<file path="src/hdl/ik_pkg.sv">
package ik_pkg;

    localparam int KEY_WIDTH     = 32;
    localparam int SLOT_W        = 10;
    localparam int COUNT_W       = 11;
    localparam int TABLE_DEPTH_D = 1024;

    localparam logic [COUNT_W-1:0] COUNT_RESET = COUNT_W'(1024);

    localparam logic OP_LOAD   = 1'b0;
    localparam logic OP_SEARCH = 1'b1;

    typedef struct packed {
        logic                 op;
        logic [SLOT_W-1:0]    slot;
        logic [KEY_WIDTH-1:0] key;
    } ik_req_t;

    typedef struct packed {
        logic              found;
        logic [SLOT_W-1:0] found_slot;
    } ik_rsp_t;

    typedef enum logic [1:0] {
        SEL_LOW,
        SEL_HIGH,
        SEL_MID
    } ik_sel_t;

    typedef enum logic [1:0] {
        SRC_NONE,
        SRC_MID,
        SRC_LOW,
        SRC_HIGH
    } ik_src_t;

    typedef struct packed {
        logic    load_wr;
        logic    capture;
        logic    init;
        logic    rd_en;
        ik_sel_t rd_sel;
        logic    lat_lo;
        logic    div_start;
        logic    div_step;
        logic    mid_set;
        logic    upd;
        logic    res_set;
        ik_src_t res_src;
        logic    out_load;
    } ik_cmd_t;

    typedef struct packed {
        logic count_zero;
        logic in_range;
        logic div_done;
        logic m_eq;
        logic loop_exit;
        logic low_ok;
        logic high_ok;
        logic out_free;
    } ik_stat_t;

endpackage

</file>
<file path="src/hdl/ik_ctrl.sv">
module ik_ctrl
    import ik_pkg::*;
(
    input  logic     clk,
    input  logic     rst_n,
    input  logic     in_valid,
    input  logic     in_op,
    output logic     in_stall,
    input  ik_stat_t stat,
    output ik_cmd_t  cmd
);

    typedef enum logic [3:0] {
        S_IDLE,
        S_START,
        S_RD_LO,
        S_RD_HI,
        S_CHECK,
        S_DIV,
        S_MID,
        S_RD_MID,
        S_CMP,
        S_LOOP,
        S_FIN_LO,
        S_FIN_LO_CMP,
        S_FIN_HI,
        S_FIN_HI_CMP,
        S_RESULT
    } state_t;

    state_t state_reg;
    state_t state_next;
    logic   accept;

    assign in_stall = (state_reg != S_IDLE);
    assign accept   = in_valid && !in_stall;

    always_comb
    begin
        state_next = state_reg;
        cmd        = '0;
        cmd.rd_sel  = SEL_LOW;
        cmd.res_src = SRC_NONE;
        case (state_reg)
            S_IDLE:
            begin
                if (accept)
                begin
                    if (in_op == OP_LOAD)
                    begin
                        cmd.load_wr = 1'b1;
                    end
                    else
                    begin
                        cmd.capture = 1'b1;
                        state_next  = S_START;
                    end
                end
            end
            S_START:
            begin
                if (stat.count_zero)
                begin
                    cmd.res_set = 1'b1;
                    state_next  = S_RESULT;
                end
                else
                begin
                    cmd.init   = 1'b1;
                    state_next = S_RD_LO;
                end
            end
            S_RD_LO:
            begin
                cmd.rd_en  = 1'b1;
                state_next = S_RD_HI;
            end
            S_RD_HI:
            begin
                cmd.lat_lo = 1'b1;
                cmd.rd_en  = 1'b1;
                cmd.rd_sel = SEL_HIGH;
                state_next = S_CHECK;
            end
            S_CHECK:
            begin
                if (stat.in_range)
                begin
                    cmd.div_start = 1'b1;
                    state_next    = S_DIV;
                end
                else
                begin
                    state_next = S_FIN_LO;
                end
            end
            S_DIV:
            begin
                cmd.div_step = 1'b1;
                if (stat.div_done)
                begin
                    state_next = S_MID;
                end
            end
            S_MID:
            begin
                cmd.mid_set = 1'b1;
                state_next  = S_RD_MID;
            end
            S_RD_MID:
            begin
                cmd.rd_en  = 1'b1;
                cmd.rd_sel = SEL_MID;
                state_next = S_CMP;
            end
            S_CMP:
            begin
                if (stat.m_eq)
                begin
                    cmd.res_set = 1'b1;
                    cmd.res_src = SRC_MID;
                    state_next  = S_RESULT;
                end
                else
                begin
                    cmd.upd    = 1'b1;
                    state_next = S_LOOP;
                end
            end
            S_LOOP:
            begin
                state_next = stat.loop_exit ? S_FIN_LO : S_RD_LO;
            end
            S_FIN_LO:
            begin
                if (stat.low_ok)
                begin
                    cmd.rd_en  = 1'b1;
                    state_next = S_FIN_LO_CMP;
                end
                else
                begin
                    state_next = S_FIN_HI;
                end
            end
            S_FIN_LO_CMP:
            begin
                if (stat.m_eq)
                begin
                    cmd.res_set = 1'b1;
                    cmd.res_src = SRC_LOW;
                    state_next  = S_RESULT;
                end
                else
                begin
                    state_next = S_FIN_HI;
                end
            end
            S_FIN_HI:
            begin
                if (stat.high_ok)
                begin
                    cmd.rd_en  = 1'b1;
                    cmd.rd_sel = SEL_HIGH;
                    state_next = S_FIN_HI_CMP;
                end
                else
                begin
                    cmd.res_set = 1'b1;
                    state_next  = S_RESULT;
                end
            end
            S_FIN_HI_CMP:
            begin
                cmd.res_set = 1'b1;
                cmd.res_src = stat.m_eq ? SRC_HIGH : SRC_NONE;
                state_next  = S_RESULT;
            end
            S_RESULT:
            begin
                if (stat.out_free)
                begin
                    cmd.out_load = 1'b1;
                    state_next   = S_IDLE;
                end
            end
            default:
            begin
                state_next = S_IDLE;
            end
        endcase
    end

    always_ff @(posedge clk or negedge rst_n)
    begin
        if (!rst_n)
        begin
            state_reg <= S_IDLE;
        end
        else
        begin
            state_reg <= state_next;
        end
    end

endmodule

</file>
<file path="config.mk">
export PLATFORM = sky130hd
export DESIGN_NAME = ik_ctrl
export DESIGN_NICKNAME = d
export VERILOG_FILES = /design/src/hdl/ik_pkg.sv /design/src/hdl/ik_ctrl.sv
export SDC_FILE = /design/constraint.sdc
export NUM_CORES = 1
export LEC_CHECK = 0
export ABC_AREA = 0
export BUFFER_PORTS_ARGS = -buffer_cell sky130_fd_sc_hd__buf_2
export CAP_MARGIN = 20
export CORE_MARGIN = 5
export CORE_UTILIZATION = 40
export CTS_BUF_LIST = sky130_fd_sc_hd__clkbuf_16
export DETAILED_ROUTE_END_ITERATION = 10
export PLACE_DENSITY = 0.76
export SLEW_MARGIN = 10
export SYNTH_ARGS = -nofsm -noshare
export SYNTH_HDL_FRONTEND = slang
export SYNTH_SLANG_ARGS = --single-unit
</file>
<file path="constraint.sdc">
create_clock -name clk -period 1.2 [get_ports clk]
set_input_delay 0.12 -clock clk [delete_from_list [all_inputs] [get_ports clk]]
set_output_delay 0.12 -clock clk [all_outputs]
set_load 0.02 [all_outputs]
</file>
==> results of run 1 <==
synthesized netlist by cell type, drive strengths merged (2+ instances only):
master	number	area, um^2
nor2b	4	25.0
nand2	7	26.3
a21oi	5	25.0
dfrtp	4	100
nor2	8	30.0
nand3	2	10.0
buf	8	61.3
o21ai	8	40.0
nor3	4	20.0
nor3b	2	15.0
o211ai	2	15.0
nand2b	4	25.0
and3	2	12.5
a31oi	3	18.8
inv	6	22.5
through the flow:
stage / utilization / setup WS [ps] / instances
after floorplan: - / -132 / 86
after global placement: 0.667 / -181 / 139
after detailed placement: 0.667 / -205 / 139
after CTS: 0.879 / -356 / 151
timing repair:
item | in CTS
pin swaps | 15
hold endpoints to repair | 4
endpoints found under the setup margin | 20
resized for setup | 46
gates cloned | 0
buffers inserted | 8
hold buffers | 1
cell families after synthesis:
family,count (synthesis),synth area share
buffers and inverters,15,0.149
XOR/XNOR,2,0.0299
AND/OR/NAND/NOR,38,0.352
AO/OA/AOI/OAI,27,0.299
flip-flops,4,0.171
==> impl_summary.txt, run 1 <==
----------------------------------------------------
[Place]
  Final weighted congestion of routability-driven global placement ... 0.892
  HPWL after detailed placement ... 1570 um
  Number of buffers added on ports ... 27
  Total cell area at the placement stage ... 901 um^2

[Clock tree]
  Root buffer cell ... sky130_fd_sc_hd__clkbuf_16
  Max Root-Sink Buffers ... 2
  Clk sinks ... 4
  Number of clock buffers inserted by TritonCTS ... 3
  H-Tree Level Count ... 1

[Floorplanning]
  Height of the chip ... 48.3 um
  Floorplan row count ... 13
  Floorplan die width ... 48.3 um
  I/O pin total ... 28
  Starting density of the core ... 0.435

[Status]
  Status ... stopped before the end
  Error text reported by the tool ... [ERROR DPL-0033] detailed placement checks failed during check placement.
  Last flow stage reached ... global routing

[Synth]
  Post-synthesis net count ... 98
  Count of synthesis-stage warnings from yosys ... 0
  Number of register bits inferred by synthesis ... 4
  Share of flip-flops with an asynchronous set or reset ... 1.00
  Synthesized area ... 587 um^2
  EDFF count, synth ... 0
  Portion of the post-synthesis area used by sequential elements ... 0.171
  Count of distinct cell types in the synthesized netlist ... 35
  Synthesized instance count ... 86
  Ys flop type ... sky130_fd_sc_hd__dfrtp_1
  Mean area per synthesized cell ... 6.82 um^2

[Global routing]
  Number of antenna violations at the first check in global routing ... 0
  Pin count of the biggest net entering global routing ... 12

[Timing]
  Worst Endpoint after GRT Repair ... cmd[13]
  Pin category terminating the worst setup path after the last repair ... output port

----------------------------------------------------
==> run 2, diff against run 1 <==
- CORE_AREA: default -> 5 5 66 68
- CORE_MARGIN: 5 -> default
- CORE_UTILIZATION: 40 -> default
- CTS_BUF_LIST: sky130_fd_sc_hd__clkbuf_16 -> default
- DIE_AREA: default -> 0 0 71 73
- PLACE_DENSITY: 0.76 -> default
- PLACE_DENSITY_LB_ADDON: default -> 0.15
- clock period: 1.2 -> 1.6 ns (I/O delays scaled with it)
==> run 2 against run 1 <==
  * Area after synthesis stayed put
  * The run now ends clean
  * Synthesized cell count stayed put
==> impl_summary.txt, run 2 <==
----------------------------------------------------
[Routing]
  Post-detailed-route DRC marker count ... 0
  Wire per inst ... 12.7 um
  Count of vias placed by the detailed router ... 743
  Initial drt markers ... 17
  WL final ... 2170 um
  TritonRoute pass-1 iters ... 4
  Number of nets still failing antenna checks after routing ... 0
  Drt via density ... 4.37

[Global routing]
  Gr ovfl total ... 0
  Number of antenna violations at the first check in global routing ... 0
  Number of global-route vias before repair ... 722
  Pin count of the biggest net entering global routing ... 14
  Global-route wire length before repair ... 3460 um
  Overall fraction of global-route tracks in use ... 0.0834

[Critical path]
  Type of the worst setup path ... register to primary output
  Startpoint of the most critical register-to-register path ... state_reg[1]
  Internal reg-to-reg setup slack ... 160 ps
  Data required time of the critical path ... 1440 ps
  Max stage delay on crit path ... 470 ps
  Slowest cell on crit path ... sky130_fd_sc_hd__dfrtp_2
  WP data arrival ... 1440 ps
  Number of cell instances on the worst register-to-register path ... 4
  End of the worst register-to-register path ... state_reg[2]
  Setup crit end kind ... primary output
  Crit path max fanout ... 7
  Critical path cell sequence ... or2_4 > a21oi_2 > o21ai_2 > nand2_1 > buf_6
  Category of the worst setup path launch point ... register

[Clock tree]
  Clock slew at the register clock pins of the worst setup and hold paths ... 30 ps
  Clock tree from TritonCTS ... yes
  Root buffer cell ... sky130_fd_sc_hd__clkbuf_8 (was sky130_fd_sc_hd__clkbuf_16)
  H-Tree Level Count ... 1 (unchanged)
  Source-to-sink clock delay at the later pin of the worst-skew pair ... 220 ps
  Clk sinks ... 4 (unchanged)
  Number of clock buffers inserted by TritonCTS ... 3 (unchanged)
  Max Root-Sink Buffers ... 2 (unchanged)

[Timing]
  Setup slack after layout ... 3.73 ps
  Fmax achieved ... 0.626 GHz
  Count of final hold-check violations ... 0
  Share of the clock period used by the worst path ... 0.998
  Slew @ Worst Pin ... 271 ps
  Hold Slack ... 277 ps
  Unrepaired setup endpoints after global routing ... yes
  Final TNS setup ... 0 ps
  Worst slew margin relative to its limit ... 0.818
  Largest clock skew in the final design ... 0.355 ps
  # setup viols final ... 0
  Final critical-path required period ... 1600 ps
  Number of pins with negative max-slew slack in the final report ... 0

[Floorplanning]
  Core region area ... 3800 um^2
  Height of the chip ... 73 um (was 48.3 um)
  Starting density of the core ... 0.154 (was 0.435)
  Area of the die ... 5180 um^2
  Floorplan row count ... 23 (was 13)
  I/O pin total ... 28 (unchanged)
  Floorplan die width ... 71 um (was 48.3 um)

[Synth]
  Dominant cell type by area after synthesis ... sky130_fd_sc_hd__dfrtp_1 (unchanged)
  Top cell types by occurrence after synthesis ... 8 x sky130_fd_sc_hd__nor2_1, 7 x sky130_fd_sc_hd__nand2_1, 6 x sky130_fd_sc_hd__inv_1, 6 x sky130_fd_sc_hd__o21ai_0, 5 x sky130_fd_sc_hd__a21oi_1 (unchanged)
  Area contributors post-synth ... sky130_fd_sc_hd__dfrtp_1 17%, sky130_fd_sc_hd__buf_6 5.8%, sky130_fd_sc_hd__o21ai_0 5.1%, sky130_fd_sc_hd__nor2_1 5.1%, sky130_fd_sc_hd__nand2_1 4.5% (unchanged)
  Area share of the largest cell type after synthesis ... 0.171 (unchanged)
  Share of flip-flops with an asynchronous set or reset ... 1.00 (unchanged)
  Post-synthesis net count ... 98 (unchanged)
  Most frequent cell after synthesis ... sky130_fd_sc_hd__nor2_1 (unchanged)
  Synthesized instance count ... 86 (unchanged)
  Count of distinct cell types in the synthesized netlist ... 35 (unchanged)
  Synthesized area ... 587 um^2 (unchanged)
  Number of register bits inferred by synthesis ... 4 (unchanged)
  Ys flop type ... sky130_fd_sc_hd__dfrtp_1 (unchanged)
  Mean area per synthesized cell ... 6.82 um^2 (unchanged)
  Count of synthesis-stage warnings from yosys ... 0 (unchanged)
  EDFF count, synth ... 0 (unchanged)
  Portion of the post-synthesis area used by sequential elements ... 0.171 (unchanged)

[Place]
  Worst Setup Slack post-DPL ... 109 ps (was -205 ps)
  Final weighted congestion of routability-driven global placement ... 0.770 (was 0.892)
  Instance count after placement with tap cells included ... 162 (was 139)
  HPWL after detailed placement ... 1680 um (was 1570 um)
  Number of buffers added on ports ... 27 (unchanged)

[Finish]
  Synth-to-Final Area Change ... 65.0%
  Number of filler instances in the final layout ... 449
  Layout cell share with drive strength beyond 1 ... 0.475
  Nets ... 134
  Filler-free cell count of the finished design ... 170
  Max reg flops ... 4
  Diodes inserted ... 0
  Commonest cells after routing, fill and taps aside ... 23 x sky130_fd_sc_hd__buf_2, 12 x sky130_fd_sc_hd__buf_4, 7 x sky130_fd_sc_hd__nor2_1
  Most common cell after layout, fill and taps aside ... sky130_fd_sc_hd__buf_2

[Status]
  Status ... finished, final reports clean (was stopped before the end)

[Job]
  Max_cap viols ... 0

[Pwr]
  PwrDens ... 1970 nW/um^2
  Reported leakage power ... 0.438 nW
  Worst voltage drop across the vdd grid ... 329 uV

[Hold path]
  Kind of path behind the tightest hold check ... input pin to async pin

----------------------------------------------------
## run 2: cell counts after synthesis
No cell type changed its count.
## run 2: metal layers
metal  track usage  vias up  routed length [um]
li1              -      373                   -
met1        0.0979      350                 922
met2         0.136       16                1130
met3        0.0262        4                  74
met4        0.0438        0                  36
met5             0        -                   0
## run 2: cell families after synthesis
group           after synthesis  share of synthesized area
simple gates                 38                      0.352
compound gates               27                      0.299
xor+xnor                      2                     0.0299
flops                         4                      0.171
buf+inv                      15                      0.149
## run 2: worst max-delay path: cells and delay by family, from the launching register on
kind / cells / cell delay, ps
AO/OA/AOI/OAI: 2 / 240
buffers and inverters: 1 / 110
flip-flops: 1 / 470
AND/OR/NAND/NOR: 2 / 390
## run 2: repair_timing
action	in CTS	in global routing
endpoints found under the setup margin	4	11
hold buffers	1	0
cloned	0	1
hold endpoints to repair	4	0
resized for setup	7	16
pin swaps	1	4
setup buffers	0	3
## run 2: layout make-up
type | count | area [um^2] | share of cell area
multi-input combinational | 67 | 459 | 0.474
timing repair buffer | 40 | 278 | 0.287
sequential | 4 | 105 | 0.109
tap | 50 | 62.6 | 0.0646
clock buffer | 3 | 41.3 | 0.0426
inverter | 6 | 22.5 | 0.0233
## run 2: worst max-delay path by stage
stage	endpoint	depth (start not counted)	from	slack, ps
floorplan	cmd[2]	4	state_reg[1]	80
global placement	cmd[3]	5	state_reg[1]	130
detailed placement	cmd[3]	5	state_reg[1]	110
CTS	cmd[3]	5	state_reg[1]	-5
global route	cmd[5]	4	state_reg[3]	-40
finish	cmd[3]	5	state_reg[0]	4
## run 2: per-stage QoR
| stage | instance area [um^2] | utilization | power [W] |
|---|---|---|---|
| after floorplan | 598 | - | 0.00112 |
| after global placement | 791 | 0.208 | 0.00141 |
| after detailed placement | 791 | 0.208 | 0.00141 |
| after CTS | 865 | 0.228 | 0.00170 |
| after global routing | 968 | 0.255 | 0.00208 |
| final | 968 | 0.255 | 0.00191 |
## run 2: report_power, final
group / total, W / internal (W) / switching (W)
registers: 0.000299 / 0.000165 / 0.000134
logic: 0.00139 / 0.000658 / 0.000737
clock network: 0.000214 / 0.000160 / 0.0000536
total: 0.00191 / 0.000983 / 0.000924
Note: power is estimated with default switching activity, not from simulation.
